===== src/i2cm_pkg.sv =====
`default_nettype none
package i2cm_pkg;

    // command codes carried in the input tuser
    localparam logic [1:0] CMD_TICK      = 2'd0;
    localparam logic [1:0] CMD_WRITE     = 2'd1;
    localparam logic [1:0] CMD_READ_BYTE = 2'd2;
    localparam logic [1:0] CMD_READ_WORD = 2'd3;

    // kinds of sequence step
    localparam logic [2:0] KIND_NONE  = 3'd0;
    localparam logic [2:0] KIND_START = 3'd1;
    localparam logic [2:0] KIND_SEND  = 3'd2;
    localparam logic [2:0] KIND_ACK   = 3'd3;
    localparam logic [2:0] KIND_RECV  = 3'd4;
    localparam logic [2:0] KIND_NACK  = 3'd5;
    localparam logic [2:0] KIND_STOP  = 3'd6;

    // source of the byte shifted out by a send step
    localparam logic [2:0] SRC_NONE = 3'd0;
    localparam logic [2:0] SRC_AW   = 3'd1;
    localparam logic [2:0] SRC_AR   = 3'd2;
    localparam logic [2:0] SRC_REG  = 3'd3;
    localparam logic [2:0] SRC_REG1 = 3'd4;
    localparam logic [2:0] SRC_DATA = 3'd5;

    localparam int PHASE_W = 5;

    // landmark steps of the sequence
    localparam logic [PHASE_W-1:0] STEP_IDLE       = 5'd0;
    localparam logic [PHASE_W-1:0] STEP_WR_START   = 5'd1;
    localparam logic [PHASE_W-1:0] STEP_WR_STOP    = 5'd8;
    localparam logic [PHASE_W-1:0] STEP_RD_START   = 5'd9;
    localparam logic [PHASE_W-1:0] STEP_RD_STOP    = 5'd19;
    localparam logic [PHASE_W-1:0] STEP_RD2_START  = 5'd20;
    localparam logic [PHASE_W-1:0] STEP_LAST       = 5'd30;

    // register indexes on the config port
    localparam logic REG_DEVICE_ADDRESS = 1'b0;
    localparam logic REG_HALF_PERIOD    = 1'b1;

    // reset values; the address byte for a write is 8'hD0
    localparam logic [6:0] DEV_ADDR_RESET    = 7'd104;
    localparam logic [7:0] HALF_PERIOD_RESET = 8'd1;

    typedef struct packed {
        logic [6:0] device_address;
        logic [7:0] half_period_ticks;
    } cfg_t;

    typedef struct packed {
        logic [1:0] cmd;
        logic [7:0] reg_addr;
        logic [7:0] wr_data;
        logic       sda_in;
    } item_t;

    typedef struct packed {
        logic        scl_level;
        logic        sda_level;
        logic        busy_res;
        logic        done_res;
        logic [15:0] read_data;
        logic        nack_seen;
    } res_t;

    function automatic logic [2:0] step_kind(input logic [PHASE_W-1:0] p);
        logic [2:0] k;
        case (p)
            5'd1, 5'd9, 5'd14, 5'd20, 5'd25:              k = KIND_START;
            5'd2, 5'd4, 5'd6, 5'd10, 5'd12, 5'd15,
            5'd21, 5'd23, 5'd26:                          k = KIND_SEND;
            5'd3, 5'd5, 5'd7, 5'd11, 5'd13, 5'd16,
            5'd22, 5'd24, 5'd27:                          k = KIND_ACK;
            5'd17, 5'd28:                                 k = KIND_RECV;
            5'd18, 5'd29:                                 k = KIND_NACK;
            5'd8, 5'd19, 5'd30:                           k = KIND_STOP;
            default:                                      k = KIND_NONE;
        endcase
        return k;
    endfunction

    function automatic logic [2:0] step_src(input logic [PHASE_W-1:0] p);
        logic [2:0] s;
        case (p)
            5'd2, 5'd10, 5'd21: s = SRC_AW;
            5'd15, 5'd26:       s = SRC_AR;
            5'd4, 5'd12:        s = SRC_REG;
            5'd23:              s = SRC_REG1;
            5'd6:               s = SRC_DATA;
            default:            s = SRC_NONE;
        endcase
        return s;
    endfunction

    // number of pin phases in a step
    function automatic logic [4:0] kind_len(input logic [2:0] k);
        logic [4:0] n;
        case (k)
            KIND_START: n = 5'd4;
            KIND_SEND:  n = 5'd16;
            KIND_ACK:   n = 5'd2;
            KIND_RECV:  n = 5'd16;
            KIND_NACK:  n = 5'd2;
            KIND_STOP:  n = 5'd3;
            default:    n = 5'd1;
        endcase
        return n;
    endfunction

endpackage
`default_nettype wire


===== src/i2c_master_register_access_core.sv =====
// bit-level i2c master for single-register write, byte read and word read
//
// input stream: every accepted transaction is one tick of the bus sequencer.
//   tuser carries the command (tick, write, read byte, read word); a command
//   is taken only while idle and ignored while busy. sda_in is the sampled
//   bus level for that tick.
// output stream: exactly one result transaction per input transaction, in
//   order, carrying the scl/sda levels to drive, busy, the last read value and
//   the nack flag. tlast is high on the tick that ends a bus transaction.
// config: apb, reg 0 at 0x0 device address, reg 1 at 0x4 half period ticks;
//   write only while idle. pready is tied high.
// path: a tick passes through the input register and then the result
//   register. throughput: one tick per clock while results are taken; the
//   sequencer state updates in a single pass from the input register to the
//   result register. stall: when the result is not taken the result register
//   holds, the input register takes one more tick only if empty, then tready drops.
// reset: sequencer idle, read value and flags zero, device address 0x68,
//   half period one tick.
`default_nettype none
module i2c_master_register_access_core (
    input  wire logic        clk,
    input  wire logic        rst_n,
    // slave side
    input  wire logic        s_axis_tvalid,
    output logic             s_axis_tready,
    input  wire logic [23:0] s_axis_tdata,   // reg_addr[7:0], wr_data[15:8], sda_in[16]
    input  wire logic [1:0]  s_axis_tuser,   // cmd[1:0]
    // master side
    output logic             m_axis_tvalid,
    input  wire logic        m_axis_tready,
    output logic [23:0]      m_axis_tdata,   // scl[0], sda[1], busy[2], read_data[18:3], nack[19]
    output logic             m_axis_tlast,   // done_res
    // config port
    input  wire logic        psel,
    input  wire logic        penable,
    input  wire logic        pwrite,
    input  wire logic [2:0]  paddr,
    input  wire logic [31:0] pwdata,
    output logic [31:0]      prdata,
    output logic             pready
);

    i2cm_pkg::cfg_t  cfg;
    i2cm_pkg::item_t item_reg;
    i2cm_pkg::res_t  res;
    i2cm_pkg::res_t  out_reg;
    logic            in_vld_reg;
    logic            out_vld_reg;
    logic            advance;
    logic            in_take;

    assign pready = 1'b1;

    i2cm_regs u_regs (
        .clk     (clk),
        .rst_n   (rst_n),
        .psel    (psel),
        .penable (penable),
        .pwrite  (pwrite),
        .paddr   (paddr),
        .pwdata  (pwdata),
        .prdata  (prdata),
        .cfg     (cfg)
    );

    // the held tick moves on when the result slot is free or being emptied
    assign advance       = in_vld_reg && (!out_vld_reg || m_axis_tready);
    assign s_axis_tready = !in_vld_reg || advance;
    assign in_take       = s_axis_tvalid && s_axis_tready;

    always_ff @(posedge clk or negedge rst_n)
    begin
        if (!rst_n)
            in_vld_reg <= 1'b0;
        else if (s_axis_tready)
            in_vld_reg <= s_axis_tvalid;
    end

    // input payload register, no reset needed
    always_ff @(posedge clk)
    begin
        if (in_take)
        begin
            item_reg.cmd      <= s_axis_tuser;
            item_reg.reg_addr <= s_axis_tdata[7:0];
            item_reg.wr_data  <= s_axis_tdata[15:8];
            item_reg.sda_in   <= s_axis_tdata[16];
        end
    end

    i2cm_seq u_seq (
        .clk     (clk),
        .rst_n   (rst_n),
        .step_en (advance),
        .item    (item_reg),
        .cfg     (cfg),
        .res     (res)
    );

    always_ff @(posedge clk or negedge rst_n)
    begin
        if (!rst_n)
            out_vld_reg <= 1'b0;
        else if (advance)
            out_vld_reg <= 1'b1;
        else if (m_axis_tready)
            out_vld_reg <= 1'b0;
    end

    always_ff @(posedge clk)
    begin
        if (advance)
            out_reg <= res;
    end

    assign m_axis_tvalid = out_vld_reg;
    assign m_axis_tdata  = {4'd0, out_reg.nack_seen, out_reg.read_data,
                            out_reg.busy_res, out_reg.sda_level, out_reg.scl_level};
    assign m_axis_tlast  = out_reg.done_res;

    a_no_overwrite: assert property (@(posedge clk) disable iff (!rst_n)
        (out_vld_reg && !m_axis_tready) |-> !advance)
        else $error("result overwritten while stalled");

    a_ready_when_empty: assert property (@(posedge clk) disable iff (!rst_n)
        !in_vld_reg |-> s_axis_tready)
        else $error("input refused with empty input register");

    a_tick_reaches_output: assert property (@(posedge clk) disable iff (!rst_n)
        advance |=> m_axis_tvalid)
        else $error("processed tick gave no result");

endmodule
`default_nettype wire


===== src/i2cm_regs.sv =====
`default_nettype none
module i2cm_regs (
    input  wire logic          clk,
    input  wire logic          rst_n,
    input  wire logic          psel,
    input  wire logic          penable,
    input  wire logic          pwrite,
    input  wire logic [2:0]    paddr,
    input  wire logic [31:0]   pwdata,
    output logic [31:0]        prdata,
    output i2cm_pkg::cfg_t     cfg
);

    logic [6:0] dev_reg;
    logic [7:0] half_reg;
    logic       wr_en;

    // byte offset bits are ignored, register select is the word bit
    assign wr_en = psel && penable && pwrite;

    always_ff @(posedge clk or negedge rst_n)
    begin
        if (!rst_n)
        begin
            dev_reg  <= i2cm_pkg::DEV_ADDR_RESET;
            half_reg <= i2cm_pkg::HALF_PERIOD_RESET;
        end
        else if (wr_en)
        begin
            if (paddr[2] == i2cm_pkg::REG_DEVICE_ADDRESS)
                dev_reg <= pwdata[6:0];
            else
                half_reg <= pwdata[7:0];
        end
    end

    always_comb
    begin
        if (paddr[2] == i2cm_pkg::REG_DEVICE_ADDRESS)
            prdata = {25'd0, dev_reg};
        else
            prdata = {24'd0, half_reg};
    end

    assign cfg.device_address    = dev_reg;
    assign cfg.half_period_ticks = half_reg;

endmodule
`default_nettype wire


===== src/i2cm_seq.sv =====
`default_nettype none
module i2cm_seq (
    input  wire logic            clk,
    input  wire logic            rst_n,
    input  wire logic            step_en,
    input  wire i2cm_pkg::item_t item,
    input  wire i2cm_pkg::cfg_t  cfg,
    output i2cm_pkg::res_t       res
);

    localparam int PW = i2cm_pkg::PHASE_W;

    logic [PW-1:0] phase_reg, phase_next, cur_phase, np;
    logic [3:0]    bit_reg, bit_next, cur_bit;
    logic [7:0]    timer_reg, timer_next, cur_timer;
    logic [7:0]    shift_reg, shift_next;
    logic [7:0]    word_hi_reg, word_hi_next;
    logic [1:0]    op_reg, op_next;
    logic [7:0]    hreg_reg, hreg_next;
    logic [7:0]    hdata_reg, hdata_next;
    logic          ack_reg, ack_next;
    logic [15:0]   last_reg, last_next;
    logic [2:0]    kind;
    logic [7:0]    half;
    logic [8:0]    tick_sum;
    logic [4:0]    sub_inc;
    logic [2:0]    s_stop;
    logic          scl_o, sda_o, done_o;

    always_comb
    begin
        op_next      = op_reg;
        hreg_next    = hreg_reg;
        hdata_next   = hdata_reg;
        ack_next     = ack_reg;
        word_hi_next = word_hi_reg;
        shift_next   = shift_reg;
        last_next    = last_reg;
        cur_phase    = phase_reg;
        cur_bit      = bit_reg;
        cur_timer    = timer_reg;
        scl_o        = 1'b1;
        sda_o        = 1'b1;
        done_o       = 1'b0;
        np           = phase_reg + 5'd1;
        s_stop       = 3'd0;
        tick_sum     = 9'd0;
        sub_inc      = 5'd0;

        // new command while idle; its first tick is the first start phase
        if (phase_reg == i2cm_pkg::STEP_IDLE && item.cmd != i2cm_pkg::CMD_TICK)
        begin
            op_next      = item.cmd;
            hreg_next    = item.reg_addr;
            hdata_next   = item.wr_data;
            ack_next     = 1'b0;
            word_hi_next = 8'd0;
            cur_phase    = (item.cmd == i2cm_pkg::CMD_WRITE) ? i2cm_pkg::STEP_WR_START
                                                             : i2cm_pkg::STEP_RD_START;
            cur_bit      = 4'd0;
            cur_timer    = 8'd0;
        end

        kind       = i2cm_pkg::step_kind(cur_phase);
        half       = (cfg.half_period_ticks == 8'd0) ? 8'd1 : cfg.half_period_ticks;
        phase_next = cur_phase;
        bit_next   = cur_bit;
        timer_next = cur_timer;

        if (cur_phase != i2cm_pkg::STEP_IDLE)
        begin
            case (kind)
                i2cm_pkg::KIND_START:
                begin
                    scl_o = cur_bit[0] ^ cur_bit[1];
                    sda_o = !cur_bit[1];
                end
                i2cm_pkg::KIND_STOP:
                begin
                    s_stop = (cur_bit < 4'd3) ? cur_bit[2:0] : 3'd2;
                    scl_o  = (s_stop != 3'd0);
                    sda_o  = (s_stop == 3'd2);
                end
                i2cm_pkg::KIND_SEND:
                begin
                    scl_o = cur_bit[0];
                    sda_o = shift_reg[~cur_bit[3:1]];
                end
                default:
                begin
                    scl_o = cur_bit[0];
                    sda_o = 1'b1;
                end
            endcase

            tick_sum = {1'b0, cur_timer} + 9'd1;
            if (tick_sum >= {1'b0, half})
            begin
                timer_next = 8'd0;
                // sample at the end of the scl high phase
                if (cur_bit[0])
                begin
                    if (kind == i2cm_pkg::KIND_ACK)
                        ack_next = ack_next | item.sda_in;
                    else if (kind == i2cm_pkg::KIND_RECV)
                        shift_next = {shift_reg[6:0], item.sda_in};
                end
                sub_inc  = {1'b0, cur_bit} + 5'd1;
                bit_next = sub_inc[3:0];
                if (sub_inc >= i2cm_pkg::kind_len(kind))
                begin
                    np = cur_phase + 5'd1;
                    if (cur_phase == i2cm_pkg::STEP_WR_STOP)
                    begin
                        phase_next = i2cm_pkg::STEP_IDLE;
                        done_o     = 1'b1;
                    end
                    else if (cur_phase == i2cm_pkg::STEP_RD_STOP &&
                             op_next == i2cm_pkg::CMD_READ_WORD)
                    begin
                        // high byte done, second byte read at reg+1
                        word_hi_next = shift_next;
                        phase_next   = i2cm_pkg::STEP_RD2_START;
                        bit_next     = 4'd0;
                    end
                    else if (cur_phase == i2cm_pkg::STEP_RD_STOP)
                    begin
                        last_next  = {8'd0, shift_next};
                        phase_next = i2cm_pkg::STEP_IDLE;
                        done_o     = 1'b1;
                    end
                    else if (cur_phase == i2cm_pkg::STEP_LAST)
                    begin
                        last_next  = {word_hi_next, shift_next};
                        phase_next = i2cm_pkg::STEP_IDLE;
                        done_o     = 1'b1;
                    end
                    else
                    begin
                        phase_next = np;
                        bit_next   = 4'd0;
                        if (i2cm_pkg::step_kind(np) == i2cm_pkg::KIND_SEND)
                        begin
                            case (i2cm_pkg::step_src(np))
                                i2cm_pkg::SRC_AW:   shift_next = {cfg.device_address, 1'b0};
                                i2cm_pkg::SRC_AR:   shift_next = {cfg.device_address, 1'b1};
                                i2cm_pkg::SRC_REG:  shift_next = hreg_next;
                                i2cm_pkg::SRC_REG1: shift_next = hreg_next + 8'd1;
                                default:            shift_next = hdata_next;
                            endcase
                        end
                    end
                end
            end
            else
            begin
                timer_next = tick_sum[7:0];
            end
        end
    end

    always_ff @(posedge clk or negedge rst_n)
    begin
        if (!rst_n)
        begin
            phase_reg   <= i2cm_pkg::STEP_IDLE;
            bit_reg     <= 4'd0;
            timer_reg   <= 8'd0;
            shift_reg   <= 8'd0;
            word_hi_reg <= 8'd0;
            op_reg      <= 2'd0;
            hreg_reg    <= 8'd0;
            hdata_reg   <= 8'd0;
            ack_reg     <= 1'b0;
            last_reg    <= 16'd0;
        end
        else if (step_en)
        begin
            phase_reg   <= phase_next;
            bit_reg     <= bit_next;
            timer_reg   <= timer_next;
            shift_reg   <= shift_next;
            word_hi_reg <= word_hi_next;
            op_reg      <= op_next;
            hreg_reg    <= hreg_next;
            hdata_reg   <= hdata_next;
            ack_reg     <= ack_next;
            last_reg    <= last_next;
        end
    end

    assign res.scl_level = scl_o;
    assign res.sda_level = sda_o;
    assign res.busy_res  = (phase_next != i2cm_pkg::STEP_IDLE);
    assign res.done_res  = done_o;
    assign res.read_data = last_next;
    assign res.nack_seen = ack_next;

    a_done_goes_idle: assert property (@(posedge clk) disable iff (!rst_n)
        (step_en && done_o) |=> (phase_reg == i2cm_pkg::STEP_IDLE))
        else $error("transaction end did not return to idle");

    a_phase_range: assert property (@(posedge clk) disable iff (!rst_n)
        phase_reg <= i2cm_pkg::STEP_LAST)
        else $error("sequence step out of range");

    a_bit_in_step: assert property (@(posedge clk) disable iff (!rst_n)
        (phase_reg != i2cm_pkg::STEP_IDLE) |->
        ({1'b0, bit_reg} < i2cm_pkg::kind_len(i2cm_pkg::step_kind(phase_reg))))
        else $error("bit index beyond step length");

    a_hold_when_stalled: assert property (@(posedge clk) disable iff (!rst_n)
        !step_en |=> ($stable(phase_reg) && $stable(timer_reg) && $stable(bit_reg)))
        else $error("sequencer moved without a tick");

endmodule
`default_nettype wire

===== config.mk =====
export PLATFORM = sky130hd
export DESIGN_NAME = i2c_master_register_access_core
export DESIGN_NICKNAME = d
export VERILOG_FILES = /design/src/i2cm_pkg.sv /design/src/i2c_master_register_access_core.sv /design/src/i2cm_regs.sv /design/src/i2cm_seq.sv
export SDC_FILE = /design/constraint.sdc
export NUM_CORES = 1
export LEC_CHECK = 0
export ABC_CLOCK_PERIOD_IN_PS = 6200
export BUFFER_PORTS_ARGS = -buffer_cell sky130_fd_sc_hd__buf_2
export CAP_MARGIN = 25
export CORE_ASPECT_RATIO = 0.7
export CORE_UTILIZATION = 25
export CTS_CLUSTER_SIZE = 24
export DETAILED_ROUTE_END_ITERATION = 7
export SLEW_MARGIN = 5
export SYNTH_ARGS = -nofsm -noshare
export SYNTH_HDL_FRONTEND = slang
export SYNTH_HIERARCHICAL = 1
export SYNTH_SLANG_ARGS = --single-unit

===== constraint.sdc =====
create_clock -name clk -period 6.2 [get_ports clk]
set_clock_uncertainty 0.05 [all_clocks]
set_input_delay 1.24 -clock clk [delete_from_list [all_inputs] [get_ports clk]]
set_output_delay 1.24 -clock clk [all_outputs]
set_load 0.02 [all_outputs]

# Word level (Yosys, flattened, before mapping)
# Memories as Yosys holds them, arrays and structs flattened.
# Index checks and enable logic that the tools add are counted.
dict set report word_totals {
  ff_bits 125
  latchBits 0
  ram_bits 0
  romBits 288
  inputBits 68
  word_cells 162
  n_memories 3
}
dict set report classes {
  addsub 4
  multipliers 0
  div_mod_pow 0
  n_lt_le_gt_ge 4
  eq_ne 17
  n_shift 0
  mux 82
  n_bitwise 4
  n_reduce_logical 24
}
# memory depth width rd rd_clocked_by_memory_dff write_ports line
set mem_list {}
lappend mem_list {{(no name shown)} 32 3 1 0 0 i2cm_pkg.sv:69} ;# case (p)
lappend mem_list {{(no name shown)} 32 3 1 0 0 i2cm_pkg.sv:69}
lappend mem_list {{(no name shown)} 32 3 1 0 0 i2cm_pkg.sv:85} ;# case (p)
# op n
set ops {}
lappend ops {{8-bit two-way mux} 22}
lappend ops {{16-bit two-way mux} 7}
lappend ops {{5-bit two-way mux} 10}
lappend ops {{3-bit two-way mux} 16}
lappend ops {{4-bit two-way mux} 9}
lappend ops {{8-bit one-hot mux with 4 select lines} 1}
lappend ops {{5-bit one-hot mux with 4 select lines} 1}
lappend ops {{3-bit by 2-bit equality test with 1-bit output (second input constant)} 6}
lappend ops {{3-bit equality test (second input constant)} 4}
lappend ops {{1-bit two-way mux} 12}
lappend ops {{5-bit equality test (second input constant)} 2}
lappend ops {{5-bit nonzero test} 2}
lappend ops {{8-bit by 1-bit adder with 9-bit output (second input constant)} 1}
lappend ops {{9-bit by 8-bit greater-or-equal comparator with 1-bit output} 1}
lappend ops {{8-bit by 1-bit adder with 8-bit output (second input constant)} 1}
lappend ops {{8-bit zero test} 1}
lappend ops {{3-bit by 1-bit equality test with 1-bit output (second input constant)} 2}
lappend ops {{1-bit logical AND} 6}
lappend ops {{3-bit AND reduction} 2}
lappend ops {{4-bit by 1-bit adder with 5-bit output (second input constant)} 1}
lappend ops {{5-bit by 1-bit adder with 5-bit output (second input constant)} 1}
lappend ops {{5-bit by 4-bit equality test with 1-bit output (second input constant)} 1}
lappend ops {{5-bit greater-or-equal comparator} 1}
lappend ops {{5-bit zero test} 1}
lappend ops {{other kinds (18)} 24}

# Logic depth before layout (Yosys ltp)
# An unclocked memory read counts as a cell.
dict set report depth {
  word_depth 30
  ltp_mapped 24
  ltp_nobuf 19
}

# Modules after synthesis
# The synthesis kept the hierarchy.
# module n_inst cells_each area_each_um2 seq_area_each_um2
set by_module_without_submodules {}
lappend by_module_without_submodules {i2cm_seq 1 657 5561.6 1701.6}
lappend by_module_without_submodules {i2c_master_register_access_core 1 55 1350.0 1251.2}
lappend by_module_without_submodules {i2cm_regs 1 66 875.8 380.4}

# Worst setup path before layout
# OpenSTA, ideal clock, no wires.
dict set report synth_path {
  path_kind {register -> register}
  start {register item_reg[18] (netlist name)}
  end {register out_reg (netlist bit m_axis_tdata[3]), data pin}
  setup_time_ps 262
  arrival_time_ps 4300
  slack_ps 1589
  stages_incl_launch_ff 17
  path_cell_list {edfxtp_1 > or2_2 > nand3_1 > clkbuf_1 > clkbuf_1 > and2_1 > ha_1 > and3_1 > nor2_1 > o21a_1 > ha_1 > o41ai_1 > a21oi_1 > buf_2 > nand3_1 > buf_2 > o21ai_0}
}
# element line
set synth_rtl {}
lappend synth_rtl {{from (decl)} i2c_master_register_access_core.sv:44} ;# i2cm_pkg::item_t item_reg;
lappend synth_rtl {{to (signal assigned)} i2c_master_register_access_core.sv:113} ;# out_reg <= res;
lappend synth_rtl {{to (decl)} i2c_master_register_access_core.sv:46} ;# i2cm_pkg::res_t out_reg;

# Worst setup path in the final report
dict set report layout_path {
  start {register item_reg[18] (netlist name)}
  end {register u_seq.shift_reg[7]}
}
dict set report layout_via {
  elab_chain_cells 21
}
# element line
set layout_lines {}
lappend layout_lines {{2-bit by 1-bit equality test with 1-bit output or 2-bit nonzero test (tied branches)} {i2cm_seq.sv:58, i2cm_seq.sv:51}}
lappend layout_lines {{4-bit two-way mux or 1-bit logical AND (tied branches)} {i2cm_seq.sv:58, i2cm_seq.sv:51}}
lappend layout_lines {{5-bit two-way mux} i2cm_seq.sv:51} ;# if (phase_reg == i2cm_pkg::STEP_IDLE && item.cmd != i2cm_pkg::CMD_TICK)
lappend layout_lines {{5-bit by 1-bit adder with 5-bit output} i2cm_seq.sv:112} ;# np = cur_phase + 5'd1;
lappend layout_lines {{memory 32 x 3 bit} --}
lappend layout_lines {{3-bit two-way mux} i2cm_seq.sv:142} ;# if (i2cm_pkg::step_kind(np) == i2cm_pkg::KIND_SEND)
lappend layout_lines {{3-bit two-way mux} i2cm_seq.sv:132} ;# else if (cur_phase == i2cm_pkg::STEP_LAST)
lappend layout_lines {{3-bit two-way mux} i2cm_seq.sv:126} ;# else if (cur_phase == i2cm_pkg::STEP_RD_STOP)
lappend layout_lines {{[... 5 more ...]} --}
lappend layout_lines {{3-bit equality test (tied with other cells)} i2cm_seq.sv:144} ;# case (i2cm_pkg::step_src(np))
lappend layout_lines {{8-bit one-hot mux with 4 select lines} i2cm_seq.sv:144}
lappend layout_lines {{8-bit two-way mux} i2cm_seq.sv:142}
lappend layout_lines {{8-bit two-way mux} i2cm_seq.sv:132}
lappend layout_lines {{8-bit two-way mux} i2cm_seq.sv:126}
lappend layout_lines {{8-bit two-way mux} i2cm_seq.sv:118} ;# else if (cur_phase == i2cm_pkg::STEP_RD_STOP &&
lappend layout_lines {{8-bit two-way mux} i2cm_seq.sv:113} ;# if (cur_phase == i2cm_pkg::STEP_WR_STOP)
lappend layout_lines {{8-bit two-way mux} i2cm_seq.sv:110} ;# if (sub_inc >= i2cm_pkg::kind_len(kind))
lappend layout_lines {{to (signal assigned)} i2cm_seq.sv:182} ;# shift_reg <= shift_next;
lappend layout_lines {{to (decl)} i2cm_seq.sv:16} ;# logic [7:0] shift_reg, shift_next;
# Parallel ways exist; a longest one is shown, timed or not. The select of a mux whose other input is x is not followed.
# A chain may end at the register's enable or synchronous reset.

==> flow_metrics.py <==
metrics = {
    "clock_tree": {
        "cts_hold_buffers": 0,
        "post-cts-setup-buffer-count": 0,
        "clk_transition_reported_paths_ns": 0.06,
        "clkLatencyLatePin_ns": 0.43,
        "htree_num_levels": 4,
        "cts-buffers-inserted": 17,
        "cts.repair.resized": 0,
        "cts_tree": "yes",
        "ctsRootBufferMaster": "sky130_fd_sc_hd__clkbuf_16",
        "clock_sinks": 125,
        "ctsLongestPathBuffers": 2,
    },
    "power": {
        "sequential_share_of_power_pct": 26.6,
        "leakage_power_summed_over_all_cells_nw": 3.72,
        "netSwitchingFraction_pct": 44.0,
        "logic_gate_share_of_total_power_pct": 50.7,
        "powerDensity_nw_per_um2": 481,
        "power_frac_clock_pct": 22.7,
        "cellInternalPower_mw": 2.42,
        "p_sw_mw": 1.91,
        "irDropWorstVdd_uv": 183,
    },
    "worst_setup_path": {
        "setup.worst_path.start_class": "flop",
        "critical_path_arrival_ns": 5.53,
        "critPathRequiredTime_ns": 6.43,
        "timing.critical_path.fanout_max": 9,
        "timing.critical_path.to_type": "flop",
        "criticalPathCategory": "reg2reg",
    },
    "sta": {
        "clock.fmax_mhz": 189,
        "timing.final.max_slew_violations": 0,
        "final.min_clock_period_ns": 5.30,
        "unrepaired_setup_endpoints_after_global_routing": "false",
        "tightestPinTransition_ns": 1.06,
        "hold_viol": 0,
        "timing.setup.tns_ns": 0,
        "max-slew-margin-rel_pct": 29.3,
        "finalSetupViolations": 0,
        "fin_ws_ns": 0.900,
        "final_clock_period_utilization_by_the_worst_path_pct": 85.5,
    },
    "routing": {
        "postRouteAntennaNets": 0,
        "vias": 6064,
        "dr.pass1.iters": 5,
        "finalWirelength_um": 20000,
        "detail_route.vias_per_cell": 4.82,
        "drc_errors": 0,
        "detail_route.wl_per_cell_um": 15.9,
        "detailedRoute.firstIterationViolations": 534,
    },
    "global_route": {
        "grt_first_pass_wirelength_um": 31900,
        "grt_start_max_net_pins": 57,
        "globalRouteOverflowTotal": 0,
        "grt.total_usage_pct": 13.2,
        "initial_antenna_violation_count": 0,
        "first_global_vias": 5577,
    },
    "synth": {
        "ys_warn_count": 6,
        "synth.yosys.seq_area_share_pct": 42.8,
        "synthArstFlopShare_pct": 68.0,
        "post_synth_num_cell_types": 93,
        "synth_top_cell_area_share_pct": 26.0,
        "synth_top_flop_cell": "sky130_fd_sc_hd__dfrtp_1",
        "syn_area_sq_um": 7790,
        "syn-mean-instance-area_sq_um": 10.0,
        "post_synth_edffs": 40,
        "cell_types_occupying_the_most_area_after_synthesis": "sky130_fd_sc_hd__dfrtp_1 26%, sky130_fd_sc_hd__edfxtp_1 15%, sky130_fd_sc_hd__mux2_2 5.4%",
        "syn_inst": 778,
        "ys_seq_elements": 125,
        "netlist.top_cell.by_area": "sky130_fd_sc_hd__dfrtp_1",
    },
    "final_layout": {
        "mostFrequentLayoutCell": "sky130_fd_sc_hd__dfrtp_1",
        "area.growth.synth_to_final_pct": 15.5,
        "num-nets-final": 921,
        "num_antenna_cells": 0,
        "max_reg_flops": 20,
        "final_cell_mix": "81 x sky130_fd_sc_hd__dfrtp_1, 78 x sky130_fd_sc_hd__nand2_1, 64 x sky130_fd_sc_hd__buf_2, 49 x sky130_fd_sc_hd__nor2_1, 49 x sky130_fd_sc_hd__o21ai_0",
        "drive_gt1_share_pct": 22.4,
        "final_cell_count_no_fill": 1257,
    },
    "placed_design": {
        "io_buffers": 65,
        "numPlacedInstances": 1224,
        "post-dp-hpwl_um": 14800,
        "gpl.final_weighted_congestion": 0.925,
        "dp_worst_setup_slack_ns": 0.860,
    },
    "floorplan": {
        "coreArea_sq_um": 30300,
        "fp-row-count": 53,
        "dieHeight_um": 150,
        "floorplan.io_pins": 128,
        "initial_core_util_pct": 25.7,
        "die-area_sq_um": 31900,
        "die_w_um": 213,
    },
    "outcome": {
        "result_of_the_run": "finished, final reports clean",
    },
    "worst_hold_path": {
        "worst_hold_path_type": "reg2reg",
    },
    "flow_run": {
        "drv_cap": 0,
    },
}
[kinds of logic after synthesis]
| kind of cell | Yosys count | share of synthesized area (%) |
|---|---|---|
| AO/OA/AOI/OAI | 203 | 18.8 |
| XOR/XNOR | 14 | 1.57 |
| adder cells (fa/ha/maj) | 21 | 3.37 |
| buffers and inverters | 104 | 7.58 |
| flip-flops | 125 | 42.8 |
| multiplexers | 60 | 8.47 |
| other | 3 | 0.145 |
| AND/OR/NAND/NOR | 248 | 17.2 |
[power groups by stage]
stage	combinational [mW]	sequential, mW	clock, mW
2_1_floorplan	1.68	1.14	0
3_3_place_gp	2.11	1.16	0
3_5_place_dp	2.14	1.16	0
4_1_cts	2.15	1.15	1.01
5_1_grt	2.41	1.17	1.05
6_report	2.20	1.15	0.984
[synth_stat cells, drive strengths merged (5+ instances only)]
cell type / count
a22o: 21
o21a: 7
mux2: 37
xor2: 5
nor3: 11
edfxtp: 40
dfrtp: 81
nor3b: 6
a22oi: 5
o22ai: 6
a21oi: 35
nand2: 79
and2: 12
o21ai: 52
and3: 11
clkbuf: 15
buf: 60
xnor2: 9
a31oi: 9
inv: 29
mux2i: 22
nand2b: 12
nor2: 49
o211ai: 5
a211oi: 7
nand3: 26
nand4: 15
ha: 21
[per-layer routing]
layer / vias up / track usage [%] / wire length [um]
met3: 14 / 3.59 / 1320
met4: 0 / 3.27 / 169
met1: 2909 / 21.3 / 10900
met2: 195 / 16.4 / 7600
li1: 2946 / - / -
met5: - / 0 / 0
[layout make-up]
cell class	instances	area, sq um
clock buffers	25	548
repair buffers	84	470
fillers	3180	21300
well taps	412	515
flip-flops and latches	125	3330
clock inverters	7	48.8
multi-input cells	575	3970
inverters	29	109
[stage by stage]
stage               hold slack [ns]  util (%)  power (mW)  instance area, sq um
finish                        0.431      29.7        4.33                  8990
floorplan                     0.400         -        2.82                  7890
CTS                           0.433      29.7        4.31                  8990
global route                  0.446      29.7        4.64                  8990
detailed placement            0.421      27.7        3.30                  8390
global placement              0.412      27.7        3.27                  8390
[worst max-delay path, cell delays in order (launching register included)]
cell and delay [ns]:
sky130_fd_sc_hd__edfxtp_1 0.47, sky130_fd_sc_hd__nor2_1 0.22, sky130_fd_sc_hd__nor3_1 0.11, sky130_fd_sc_hd__nor2_1 0.30, sky130_fd_sc_hd__inv_1 0.16, sky130_fd_sc_hd__ha_1 0.34, sky130_fd_sc_hd__inv_1 0.12, sky130_fd_sc_hd__a41oi_1 0.13
sky130_fd_sc_hd__a22oi_1 0.78, sky130_fd_sc_hd__nand2_1 0.23, sky130_fd_sc_hd__a21oi_1 0.19, sky130_fd_sc_hd__a21oi_1 0.06, sky130_fd_sc_hd__ha_1 0.33, sky130_fd_sc_hd__nand2_1 0.04, sky130_fd_sc_hd__o21ai_0 0.25, sky130_fd_sc_hd__a221oi_2 0.14
sky130_fd_sc_hd__nand2b_2 0.28, sky130_fd_sc_hd__nor3b_4 0.28, sky130_fd_sc_hd__nor4bb_1 0.55, sky130_fd_sc_hd__a2111oi_2 0.11
[worst paths after layout]
path                       slack [ns]         startpoint  cells after the start            endpoint
max in group asynchronous        4.31              rst_n                      2  u_regs/half_reg[7]
hold reg to reg                  0.43  u_seq/last_reg[7]                      2   u_seq/last_reg[7]
setup / recovery                 0.90       item_reg[18]                     19  u_seq/shift_reg[7]
setup reg to reg                 0.90       item_reg[18]                     19  u_seq/shift_reg[7]
min in group asynchronous        0.70              rst_n                      1  u_seq/last_reg[15]
hold / removal                   0.43  u_seq/last_reg[7]                      2   u_seq/last_reg[7]
(Power assumes the default switching activity.)
